==> config.mk <==
export PLATFORM = sky130hd
export DESIGN_NAME = thick_line_rasterizer_flat
export DESIGN_NICKNAME = d
export VERILOG_FILES = /design/src/rtl/core/tlr_pkg.sv /design/src/rtl/core/tlr_if.sv /design/src/rtl/core/tlr_setup.sv /design/src/rtl/core/tlr_emit.sv /design/src/rtl/core/thick_line_rasterizer.sv /design/src/flat_wrapper.sv
export SDC_FILE = /design/constraint.sdc
export NUM_CORES = 1
export LEC_CHECK = 0
export CAP_MARGIN = 40
export CORE_UTILIZATION = 30
export DETAILED_ROUTE_END_ITERATION = 10
export DONT_BUFFER_PORTS = 1
export PLACE_DENSITY = 0.43
export SYNTH_ARGS = -nofsm -noshare
export SYNTH_HDL_FRONTEND = slang
export SYNTH_HIERARCHICAL = 1
export SYNTH_SLANG_ARGS = --single-unit
==> constraint.sdc <==
create_clock -name i_clk -period 9 [get_ports i_clk]
set_input_delay 1.8 -clock i_clk [delete_from_list [all_inputs] [get_ports i_clk]]
set_output_delay 1.8 -clock i_clk [all_outputs]
set_load 0.005 [all_outputs]
==> src/rtl/core/tlr_pkg.sv <==
// types, constants and helpers shared by the thick line rasterizer
// no dependencies; compile first
package tlr_pkg;

    localparam int CoordBits  = 12;
    localparam int PixBits    = CoordBits + 1;
    localparam int DecBits    = CoordBits + 5;
    localparam int PixPerStep = 5;
    localparam int IdxBits    = $clog2(PixPerStep);

    typedef logic signed [CoordBits-1:0] t_coord;
    typedef logic signed [PixBits-1:0]   t_pix;
    typedef logic signed [PixBits-1:0]   t_diff;
    typedef logic signed [DecBits-1:0]   t_dec;
    typedef logic [IdxBits-1:0]          t_idx;

    localparam t_idx LastIdx = t_idx'(PixPerStep - 1);

    localparam logic OpStart = 1'b0;
    localparam logic OpStep  = 1'b1;

    typedef enum logic [1:0] {
        ClsShallowPos = 2'd0,
        ClsSteepPos   = 2'd1,
        ClsShallowNeg = 2'd2,
        ClsSteepNeg   = 2'd3
    } t_class;

    typedef struct packed {
        t_class cls;
        t_coord major_pos;
        t_coord minor_pos;
        t_coord major_end;
        t_diff  delta_y;
        t_diff  neg_delta_x;
        t_dec   decision;
    } t_line;

    // one step's worth of pixel positions, handed to the emitter
    typedef struct packed {
        t_coord major;
        t_coord minor;
        logic   steep;
        logic   done;
    } t_snap;

    // offset across the minor axis for each pixel of a step
    function automatic t_pix pix_offset(t_idx idx);
        t_pix off;
        unique case (idx)
            t_idx'(0): off = t_pix'(0);
            t_idx'(1): off = t_pix'(1);
            t_idx'(2): off = -t_pix'(1);
            t_idx'(3): off = t_pix'(2);
            t_idx'(4): off = -t_pix'(2);
            default:   off = t_pix'(0);
        endcase
        return off;
    endfunction

endpackage

==> src/rtl/core/tlr_if.sv <==
// valid/ready channel interfaces for the line rasterizer
// depends on tlr_pkg
interface tlr_in_if import tlr_pkg::*; ();
    logic   valid;
    logic   ready;
    logic   operation;
    t_coord start_x;
    t_coord start_y;
    t_coord end_x;
    t_coord end_y;

    modport source (output valid, operation, start_x, start_y, end_x, end_y, input ready);
    modport sink   (input valid, operation, start_x, start_y, end_x, end_y, output ready);
endinterface

interface tlr_out_if import tlr_pkg::*; ();
    logic valid;
    logic ready;
    t_pix pixel_x;
    t_pix pixel_y;
    logic last_of_step;
    logic line_done;

    modport source (output valid, pixel_x, pixel_y, last_of_step, line_done, input ready);
    modport sink   (input valid, pixel_x, pixel_y, last_of_step, line_done, output ready);
endinterface

==> src/rtl/core/tlr_setup.sv <==
// line setup: slope class, endpoint ordering and start decision value
// depends on tlr_pkg
module tlr_setup import tlr_pkg::*; (
    input  t_coord i_x0,
    input  t_coord i_y0,
    input  t_coord i_x1,
    input  t_coord i_y1,
    output t_line  o_line,
    output logic   o_point
);

    t_diff  dx, dy, adx, ady, a, b;
    t_class cls;
    logic   swap;
    t_coord sx0, sy0, sx1, sy1;
    t_dec   ea, eb;

    always_comb begin
        dx  = t_diff'(i_x1) - t_diff'(i_x0);
        dy  = t_diff'(i_y1) - t_diff'(i_y0);
        adx = (dx < 0) ? -dx : dx;
        ady = (dy < 0) ? -dy : dy;
        o_point = (dx == '0) && (dy == '0);

        priority if (dx == '0) begin
            cls = (dy > 0) ? ClsSteepPos : ClsSteepNeg;
        end else if ((dy == '0) || ((dx > 0) == (dy > 0))) begin
            cls = (ady <= adx) ? ClsShallowPos : ClsSteepPos;
        end else begin
            cls = (ady <= adx) ? ClsShallowNeg : ClsSteepNeg;
        end

        swap = (cls == ClsSteepPos) ? (i_y0 > i_y1) : (i_x0 > i_x1);
        sx0  = swap ? i_x1 : i_x0;
        sy0  = swap ? i_y1 : i_y0;
        sx1  = swap ? i_x0 : i_x1;
        sy1  = swap ? i_y0 : i_y1;

        a  = t_diff'(sy1) - t_diff'(sy0);
        b  = t_diff'(sx0) - t_diff'(sx1);
        ea = t_dec'(a);
        eb = t_dec'(b);

        o_line.cls         = cls;
        o_line.delta_y     = a;
        o_line.neg_delta_x = b;
        if ((cls == ClsShallowPos) || (cls == ClsShallowNeg)) begin
            o_line.major_pos = sx0;
            o_line.minor_pos = sy0;
            o_line.major_end = sx1;
        end else begin
            o_line.major_pos = sy0;
            o_line.minor_pos = sx0;
            o_line.major_end = sy1;
        end

        unique case (cls)
            ClsShallowPos: o_line.decision = (ea <<< 1) + eb;
            ClsSteepPos:   o_line.decision = ea + (eb <<< 1);
            ClsShallowNeg: o_line.decision = (ea <<< 1) - eb;
            ClsSteepNeg:   o_line.decision = ea - (eb <<< 1);
            default:       o_line.decision = '0;
        endcase
    end

endmodule

==> src/rtl/core/tlr_emit.sv <==
// pixel emitter: expands one step into five pixel beats through an output register
// depends on tlr_pkg and tlr_if
module tlr_emit import tlr_pkg::*; (
    input  logic            i_clk,
    input  logic            i_rst_n,
    input  logic            i_load,
    input  t_snap           i_snap,
    output logic            o_take,
    tlr_out_if.source       o_pix
);

    logic  r_active;
    t_idx  r_idx;
    t_snap r_snap;
    logic  r_out_valid;
    t_pix  r_px, r_py;
    logic  r_last, r_done;

    logic  out_load;
    t_pix  major_ext, minor_ext;

    assign out_load = !r_out_valid || o_pix.ready;
    assign o_take   = !r_active || ((r_idx == LastIdx) && out_load);

    always_comb begin
        major_ext = t_pix'(r_snap.major);
        minor_ext = t_pix'(r_snap.minor) + pix_offset(r_idx);
    end

    always_ff @(posedge i_clk) begin
        if (!i_rst_n) begin
            r_active    <= 1'b0;
            r_idx       <= '0;
            r_out_valid <= 1'b0;
        end else begin
            if (out_load) begin
                r_out_valid <= r_active;
            end
            // a new step takes over as the last pixel of the previous one leaves
            if (i_load) begin
                r_active <= 1'b1;
                r_idx    <= '0;
            end else if (out_load && r_active) begin
                r_idx <= r_idx + t_idx'(1);
                if (r_idx == LastIdx) begin
                    r_active <= 1'b0;
                end
            end
        end
    end

    always_ff @(posedge i_clk) begin
        if (i_load) begin
            r_snap <= i_snap;
        end
        if (out_load && r_active) begin
            r_px   <= r_snap.steep ? minor_ext : major_ext;
            r_py   <= r_snap.steep ? major_ext : minor_ext;
            r_last <= (r_idx == LastIdx);
            r_done <= r_snap.done;
        end
    end

    assign o_pix.valid        = r_out_valid;
    assign o_pix.pixel_x      = r_px;
    assign o_pix.pixel_y      = r_py;
    assign o_pix.last_of_step = r_last;
    assign o_pix.line_done    = r_done;

endmodule

==> src/rtl/core/thick_line_rasterizer.sv <==
// thick line rasterizer top level: input register, line state, step update
// depends on tlr_pkg, tlr_if, tlr_setup and tlr_emit
// a step beat passes the input, emitter step and output registers to reach the output
// throughput: a step yields five pixel beats, one per cycle while the output is not
//   stalled, through the single output register; start beats are taken one per cycle
// reset: synchronous, active low; clears the line busy flag and line state, the input
//   register valid and the emitter and output valids
module thick_line_rasterizer import tlr_pkg::*; (
    input  logic       i_clk,
    input  logic       i_rst_n,
    tlr_in_if.sink     i_line,
    tlr_out_if.source  o_pix
);

    logic   r_in_valid;
    logic   r_op;
    t_coord r_x0, r_y0, r_x1, r_y1;

    logic   r_busy, n_busy;
    t_line  r_line, n_line;

    t_line  setup_line;
    logic   setup_point;
    t_snap  snap;
    logic   em_take, em_load;
    logic   consume, start_go, step_go;
    t_dec   ea, eb;

    tlr_setup u_setup (
        .i_x0    (r_x0),
        .i_y0    (r_y0),
        .i_x1    (r_x1),
        .i_y1    (r_y1),
        .o_line  (setup_line),
        .o_point (setup_point)
    );

    // a step on a busy line waits for the emitter; everything else goes straight through
    assign consume  = r_in_valid && ((r_op == OpStart) || !r_busy || em_take);
    assign start_go = consume && (r_op == OpStart);
    assign step_go  = consume && (r_op == OpStep) && r_busy;
    assign em_load  = step_go;

    assign i_line.ready = !r_in_valid || consume;

    always_ff @(posedge i_clk) begin
        if (!i_rst_n) begin
            r_in_valid <= 1'b0;
        end else if (i_line.ready) begin
            r_in_valid <= i_line.valid;
        end
    end

    always_ff @(posedge i_clk) begin
        if (i_line.ready && i_line.valid) begin
            r_op <= i_line.operation;
            r_x0 <= i_line.start_x;
            r_y0 <= i_line.start_y;
            r_x1 <= i_line.end_x;
            r_y1 <= i_line.end_y;
        end
    end

    always_comb begin
        snap.major = r_line.major_pos;
        snap.minor = r_line.minor_pos;
        snap.steep = (r_line.cls == ClsSteepPos) || (r_line.cls == ClsSteepNeg);
        snap.done  = (r_line.major_pos == r_line.major_end);
        ea = t_dec'(r_line.delta_y);
        eb = t_dec'(r_line.neg_delta_x);
    end

    always_comb begin
        n_busy = r_busy;
        n_line = r_line;
        if (start_go && !setup_point) begin
            n_busy = 1'b1;
            n_line = setup_line;
        end else if (step_go) begin
            if (snap.done) begin
                n_busy = 1'b0;
            end else begin
                unique case (r_line.cls)
                    ClsShallowPos: begin
                        if (r_line.decision <= 0) begin
                            n_line.decision = r_line.decision + (ea <<< 1);
                        end else begin
                            n_line.decision  = r_line.decision + ((ea + eb) <<< 1);
                            n_line.minor_pos = r_line.minor_pos + t_coord'(1);
                        end
                        n_line.major_pos = r_line.major_pos + t_coord'(1);
                    end
                    ClsSteepPos: begin
                        if (r_line.decision < 0) begin
                            n_line.decision  = r_line.decision + ((ea + eb) <<< 1);
                            n_line.minor_pos = r_line.minor_pos + t_coord'(1);
                        end else begin
                            n_line.decision = r_line.decision + (eb <<< 1);
                        end
                        n_line.major_pos = r_line.major_pos + t_coord'(1);
                    end
                    ClsShallowNeg: begin
                        if (r_line.decision < 0) begin
                            n_line.decision  = r_line.decision + ((ea - eb) <<< 1);
                            n_line.minor_pos = r_line.minor_pos - t_coord'(1);
                        end else begin
                            n_line.decision = r_line.decision + (ea <<< 1);
                        end
                        n_line.major_pos = r_line.major_pos + t_coord'(1);
                    end
                    ClsSteepNeg: begin
                        if (r_line.decision >= 0) begin
                            n_line.decision  = r_line.decision + ((ea - eb) <<< 1);
                            n_line.minor_pos = r_line.minor_pos + t_coord'(1);
                        end else begin
                            n_line.decision = r_line.decision - (eb <<< 1);
                        end
                        // major axis walks downward here
                        n_line.major_pos = r_line.major_pos - t_coord'(1);
                    end
                    default: n_line = r_line;
                endcase
            end
        end
    end

    always_ff @(posedge i_clk) begin
        if (!i_rst_n) begin
            r_busy <= 1'b0;
            r_line <= '0;
        end else begin
            r_busy <= n_busy;
            r_line <= n_line;
        end
    end

    tlr_emit u_emit (
        .i_clk   (i_clk),
        .i_rst_n (i_rst_n),
        .i_load  (em_load),
        .i_snap  (snap),
        .o_take  (em_take),
        .o_pix   (o_pix)
    );

    a_load_needs_room: assert property (@(posedge i_clk) disable iff (!i_rst_n)
        em_load |-> em_take)
        else $error("emitter loaded while still holding pixels of a step");

    a_point_ignored: assert property (@(posedge i_clk) disable iff (!i_rst_n)
        start_go && setup_point |=> (r_busy == $past(r_busy)) && (r_line == $past(r_line)))
        else $error("single-point line changed the line state");

    a_step_done_idles: assert property (@(posedge i_clk) disable iff (!i_rst_n)
        step_go |=> (r_busy == !$past(snap.done)))
        else $error("busy flag wrong after a step");

    a_idle_only_by_step: assert property (@(posedge i_clk) disable iff (!i_rst_n)
        $past(i_rst_n) && $fell(r_busy) |-> $past(step_go))
        else $error("line went idle without a final step");

endmodule

==> src/flat_wrapper.sv <==
// flat-port wrapper written by rule: the top's interface ports become plain ports
module thick_line_rasterizer_flat import tlr_pkg::*;
  (i_clk, i_rst_n, i_line_valid, i_line_operation, i_line_start_x, i_line_start_y, i_line_end_x, i_line_end_y, i_line_ready, o_pix_valid, o_pix_pixel_x, o_pix_pixel_y, o_pix_last_of_step, o_pix_line_done, o_pix_ready);
  tlr_in_if i_line_i ();
  tlr_out_if o_pix_i ();
  input  logic i_clk;
  input  logic i_rst_n;
  input wire logic [$bits(i_line_i.valid)-1:0] i_line_valid;
  input wire logic [$bits(i_line_i.operation)-1:0] i_line_operation;
  input wire logic [$bits(i_line_i.start_x)-1:0] i_line_start_x;
  input wire logic [$bits(i_line_i.start_y)-1:0] i_line_start_y;
  input wire logic [$bits(i_line_i.end_x)-1:0] i_line_end_x;
  input wire logic [$bits(i_line_i.end_y)-1:0] i_line_end_y;
  output wire logic [$bits(i_line_i.ready)-1:0] i_line_ready;
  output wire logic [$bits(o_pix_i.valid)-1:0] o_pix_valid;
  output wire logic [$bits(o_pix_i.pixel_x)-1:0] o_pix_pixel_x;
  output wire logic [$bits(o_pix_i.pixel_y)-1:0] o_pix_pixel_y;
  output wire logic [$bits(o_pix_i.last_of_step)-1:0] o_pix_last_of_step;
  output wire logic [$bits(o_pix_i.line_done)-1:0] o_pix_line_done;
  input wire logic [$bits(o_pix_i.ready)-1:0] o_pix_ready;
  assign i_line_i.valid = i_line_valid;
  assign i_line_i.operation = i_line_operation;
  assign i_line_i.start_x = i_line_start_x;
  assign i_line_i.start_y = i_line_start_y;
  assign i_line_i.end_x = i_line_end_x;
  assign i_line_i.end_y = i_line_end_y;
  assign i_line_ready = i_line_i.ready;
  assign o_pix_valid = o_pix_i.valid;
  assign o_pix_pixel_x = o_pix_i.pixel_x;
  assign o_pix_pixel_y = o_pix_i.pixel_y;
  assign o_pix_last_of_step = o_pix_i.last_of_step;
  assign o_pix_line_done = o_pix_i.line_done;
  assign o_pix_i.ready = o_pix_ready;
  thick_line_rasterizer u_core (.i_clk(i_clk), .i_rst_n(i_rst_n), .i_line(i_line_i), .o_pix(o_pix_i));
endmodule
# Yosys cells after proc, flatten, opt, wreduce, memory -nomap -nowiden
# Cells that the tools add are included.
# W data, S select, Z words.
# word_totals
n_memories	0
mem_bits_ro	0
out_inout_bits	30
latchBits	0
wordCells	148
mem_bits_rw	0
reg_bits	191
# op_classes
n_mux	36
order_cmp	10
reduce_logical	35
n_shift	0
n_div	0
n_mul	0
eq_ne	17
n_addsub	23
bitwise	2
# op_table
op	count
$mux W81	2
$pmux W17 S4	2
$mux W12	8
$pmux W24 S4	1
$mux W79	1
$mux W17	4
$mux W13	4
$pmux W13 S4	1
$sub A12 B12 Y13	4
$mux W36	1
$add A17 B14 Y17	2
$add A17 B15 Y17	2
$gt A13 B1 Y1 const B	2
$logic_not A13 Y1	2
$lt A13 B1 Y1 const B	2
$neg A13 Y13	2
$add A12 B2 Y12 const B	2
$gt A12 B12 Y1	2
$sub A12 B2 Y12 const B	2
$ge A17 B1 Y1 const B	1
$le A17 B1 Y1 const B	1
$lt A17 B1 Y1 const B	1
$sub A17 B14 Y17	1
$add A13 B14 Y15	1
other kinds (30)	72

# Logic depth before layout (Yosys ltp)
# logic_depth
word_depth	14
mapped_depth	57
ltp_nobuf	53

# Hierarchy
# The synthesis kept the hierarchy.
# by_module_without_submodules
mod	seq_area_each_um2	area_per_inst_um2	instances	cells_each
thick_line_rasterizer	3133.0	10697.8	1	1321
tlr_setup	0.0	6493.7	1	980
tlr_emit	1721.7	2676.3	1	201

# Worst setup path before layout
# OpenSTA, ideal clock, no wires.
# synth_path
kind	reg-to-reg
from	register u_core.r_x0[0]
to	register u_core/r_line[16] (netlist bit)
stages_incl_launch_ff	55
slack_ns	-0.823
t_arrival_ns	9.749
path_cell_list	edfxtp_1 > ha_1 > fa_1 > nand2b_1 > a211oi_1 > nor2_1 > o211ai_1 > and2_1 > and2_1 > nor3b_1 > nand2_1 > ha_1 > or3b_2 > o22ai_1 > a31oi_1 > o31ai_1 > o21ai_0 > a31oi_1 > [19 not listed] > a21boi_0 > o21ai_0 > a21boi_0 > o21ai_0 > a21boi_0 > o21ai_0 > nand2b_1 > a21o_1 > a21oi_1 > o21a_1 > nor2_1 > o311ai_0 > nand2b_1 > buf_4 > nand2_1 > a31oi_1 > o311ai_0 > a31oi_1
# synth_rtl
element	line_no	rtl
start: declaration	thick_line_rasterizer.sv:17	t_coord r_x0, r_y0, r_x1, r_y1;
start signal: assignment	thick_line_rasterizer.sv:57	r_x0 <= i_line.start_x;
end signal: assignment	thick_line_rasterizer.sv:133	r_line <= n_line;
end: declaration	thick_line_rasterizer.sv:20	t_line r_line, n_line;

# Worst setup path after layout
# layout_path
from	register u_core.r_y1[1]
to	register u_core/r_line[15] (netlist bit)
# layout_between
elab_chain_cells	14
elab_cells_between_ends	38
classes_between	8 x add/sub; 4 x order compare; 5 x eq/ne; 13 x mux; 8 x reduce/logical
# layout_lines
element	line_no	rtl
start: declaration	thick_line_rasterizer.sv:17	
start signal: assignment	thick_line_rasterizer.sv:60	r_y1 <= i_line.end_y;
$sub A12 B12 Y13	tlr_setup.sv:20	dy = t_diff'(i_y1) - t_diff'(i_y0);
$neg A13 Y13 / $lt A13 B1 Y1 (equally long branches)	tlr_setup.sv:22	ady = (dy < 0) ? -dy : dy;
$mux W13	tlr_setup.sv:22	
$le A13 B13 Y1	tlr_setup.sv:28, tlr_setup.sv:30	
$mux W1	tlr_setup.sv:28, tlr_setup.sv:30	
$mux W2	tlr_setup.sv:27	end else if ((dy == '0) || ((dx > 0) == (dy > 0))) begin
$mux W2	tlr_setup.sv:25	priority if (dx == '0) begin
$eq A2 B1 Y1	tlr_setup.sv:33, tlr_setup.sv:57	
$mux W1	tlr_setup.sv:33	swap = (cls == ClsSteepPos) ? (i_y0 > i_y1) : (i_x0 > i_x1);
$mux W12, on equally long branches	-	
$sub A12 B12 Y13, on equally long branches	tlr_setup.sv:39, tlr_setup.sv:40	
$sub A13 B14 Y15 (tied with other cells)	tlr_setup.sv:61	ClsSteepNeg: o_line.decision = ea - (eb <<< 1);
$pmux W17 S4	tlr_setup.sv:57	unique case (cls)
$mux W81	thick_line_rasterizer.sv:76	if (start_go && !setup_point) begin
# Several ways; a longest one is shown, not always the timed one.
# A chain may end at the register's enable or synchronous reset.

==> out/metrics.csv <==
stage,metric,value,unit
worst_setup_path,crit-path max FO,5,
yosys,Yosys warnings,6,
floorplanning,initial core utilization,0.3060,
timing,final worst path period need,9.002,ns
timing,Tcrit/Tclk final,1.000,
yosys,Yosys top cell by area,edfxtp_1,
clock_network,Skew-Pair Late Insertion Delay,0.50,ns
clock_network,Root Buffer,clkbuf_16,
timing,fin. max-slew vios,0,
timing,final hold violation count,0,
route,DRT iter0 DRCs,1347,
floorplanning,CORE AREA,64930,um^2
yosys,"top cells by count, synth","nand2_1, a21oi_1, nor2_1, ha_1, o21ai_0",
worst_setup_path,r2r worst-path depth,48,
timing,Clock Skew,0.02553,ns
route,DR DRC count,0,
yosys,main area contributors after synthesis,"edfxtp_1, ha_1, dfxtp_1, a21oi_1, nand2_1",
route,vias,18870,
yosys,syn avg cell area,7.941,um^2
outcome,failing checks,negative setup slack,
route,detailed-route wire length per cell,20.01,um
yosys,Async SR Flop Fraction,0,
hold_path,Worst Hold Path Cells,0,
worst_setup_path,CP endpoint kind,flop,
worst_setup_path,most numerous cell on the critical path,a21oi_2,
global_routing,initial antenna violation count,10,
clock_network,clock sinks,191,
place,port buffer count,0,
floorplanning,die footprint,67260,um^2
floorplanning,std cell rows,93,
global_routing,pin count of the biggest net entering global routing,51,
cells_and_area,final std cells w/o fill,3545,
timing,setup_tns,-0.001804,ns
worst_setup_path,Setup Crit Path Kind,reg -> reg,
pwr,Peak supply drop,0.1786,mV
cells_and_area,area grow syn2layout,19.51,%
yosys,post-synth net total,2773,
timing,post-route setup slack,-0.001804,ns
clock_network,H-tree levels,4,
floorplanning,Die Ht,259.3,um
clock_network,Max Buffers Root-to-Sink,2,
timing,Worst-Margin Slew,0.9012,ns
cells_and_area,final core occ,0.3657,
timing,RSZ-0062 raised after global routing,yes,
global_routing,first-pass GRT wire length,107600,um
floorplanning,Die X,259.3,um
yosys,post-synthesis sequential area ratio,0.2443,
pwr,Pleak,9.922,nW
yosys,post-synth top area share,0.1557,
place,HPWL Detailed,57010,um
place,gpl congestion,0.8874,
route,Routed WL,70930,um
timing,Fmax,111.1,MHz
cells_and_area,share of layout cells above drive strength 1,0.1776,
worst_setup_path,Worst path slowest cell,or4b_4,
yosys,most numerous cell in the Yosys netlist,nand2_1,
floorplanning,IO Count,83,
flow_run,maxcap violations,0,
yosys,Post-Syn Instances,2502,
yosys,"EDFF count, synth",103,
pwr,total power per unit cell area,294.8,nW/um^2
clock_network,Post-CTS Hold Buffers,0,
global_routing,overflow left after global routing,0,
clock_network,CTS tree,yes,
clock_network,CTS Buf Count,17,
worst_setup_path,Worst EP required,9.37,ns
clock_network,"Clk pin slew, worst setup/hold paths",0.09,ns
yosys,#FFs+latches synth,191,
yosys,unique cell type count in the Yosys netlist,102,
hold_path,Tightest Hold Check Type,reg -> reg,
worst_setup_path,Critical Path Source Type,flop,
route,Vias/cell,5.324,
global_routing,Total Routing Usage GR,0.2089,
timing,relative slew slack,0.3937,
outcome,run status,"complete, but fails checks",
pwr,total power,7.000,mW
global_routing,number of global-route vias before repair,17860,
cells_and_area,fin nets,2944,
route,drt first pass iters,5,
place,Cells after DPL,3499,
yosys,synthesized area,19870,um^2
worst_setup_path,Critical Path AT,9.37,ns
timing,Final setup viols,1,
route,Antenna Nets Post-Route,0,
worst_setup_path,crit-path max cell delay,0.51,ns
yosys,prevailing post-synth register cell,edfxtp_1,
[per-layer routing]
metal | global-route usage | wire length, um | up-vias
met4 | 0.04477 | 954 | 8
met2 | 0.3310 | 31710 | 421
met1 | 0.2950 | 34830 | 9015
li1 | - | - | 9371
met5 | 0 | 55 | -
met3 | 0.03437 | 3385 | 59
[area by class of cell]
type / instances / area [um^2]
clock inverter: 15 / 195.2
multi-input combinational: 2048 / 14580
sequential: 191 / 4855
timing repair buffer: 273 / 2072
fill: 6771 / 41190
clock buffer: 17 / 425.4
tap: 855 / 1070
inverter: 142 / 538.0
antenna: 4 / 10.01
[state kept, by name, indices dropped and copies added, names as in the netlist, 3 cells and up]
register / flops
u_core/u_emit/major_ext: 12
u_core/eb: 13
u_core/r_x1: 12
u_core/u_emit/r_idx: 3
u_core/r_line: 55
u_core/r_y1: 12
u_core/u_emit/r_snap: 14
u_core/r_x0: 12
u_core/u_emit/o_pix.pixel_x: 13
u_core/r_y0: 12
u_core/ea: 13
u_core/u_emit/o_pix.pixel_y: 13
[logic make-up after synthesis]
kind of cell	share of synthesized area
AO/OA/AOI/OAI	0.2539
XOR/XNOR	0.08155
adder cells (fa/ha/maj)	0.1422
buffers and inverters	0.05290
flip-flops	0.2443
multiplexers	0.03426
AND/OR/NAND/NOR	0.1909
[final timing paths]
path                                                   startpoint                                       to  slack (ns)
worst max register to register           u_core/r_y1[1]$_DFFE_PP_           u_core/r_line[15]$_SDFFE_PN0P_      -0.002
worst max-delay path                     u_core/r_y1[1]$_DFFE_PP_           u_core/r_line[15]$_SDFFE_PN0P_      -0.002
worst min register to register  u_core/u_emit/r_snap[0]$_DFFE_PP_  u_core/u_emit/o_pix.line_done$_DFFE_PP_        0.43
worst min-delay path            u_core/u_emit/r_snap[0]$_DFFE_PP_  u_core/u_emit/o_pix.line_done$_DFFE_PP_        0.43
[power breakdown]
group | total, mW | switching (mW) | internal [mW]
Clock | 0.821 | 0.438 | 0.384
Combinational | 5.11 | 2.85 | 2.26
Sequential | 1.07 | 0.0899 | 0.978
[cell usage in the layout, fill, tap and decap left out, types with 8 or more instances in the layout]
master	n
nand2_1	289
buf_4	267
nor2_1	216
a21oi_1	206
ha_1	200
inv_1	136
o21ai_0	130
xnor2_1	118
edfxtp_1	103
dfxtp_1	88
xor2_1	60
nor3_1	54
mux2i_1	52
a21o_1	51
a31oi_1	39
nand3_1	38
a211oi_1	38
nor2b_1	30
nand2b_1	30
o21bai_1	26
and3_1	24
o211ai_1	24
a21oi_2	24
o21a_1	20
or3_1	18
clkbuf_16	17
a221oi_1	17
and2_1	17
or2_2	14
fa_1	13
nand4_1	12
nor4_1	12
a21boi_0	11
o31ai_1	11
o21ai_1	11
o22ai_1	10
mux2_2	10
o2111ai_1	8
[critical path: cells and delay by family (launching register included)]
family          cells  cell delay (ns)
compound gates     21             3.77
simple gates       17             2.89
fa+ha+maj           4             1.03
buf+inv             4             0.51
flops               1             0.45
mux                 1             0.12
xor+xnor            1             0.12
[metrics by stage]
stage,hold WS (ns),setup WS [ns],instance area [um^2]
after global routing,0.4501,-0.4273,23730
final,0.4305,-0.001804,23740
after floorplan,0.4003,0.01737,19930
after global placement,0.4085,-0.1234,22480
after CTS,0.4331,0.0009512,23220
after detailed placement,0.4115,-0.3309,22480
[what timing repair did]
item | 4_1_cts | 5_1_grt
buffers inserted | 0 | 10
endpoints found under the setup margin | 4 | 7
pin swaps | 16 | 52
gates cloned | 0 | 0
gates resized for setup | 27 | 100
Power figures use the tool's default switching activity.
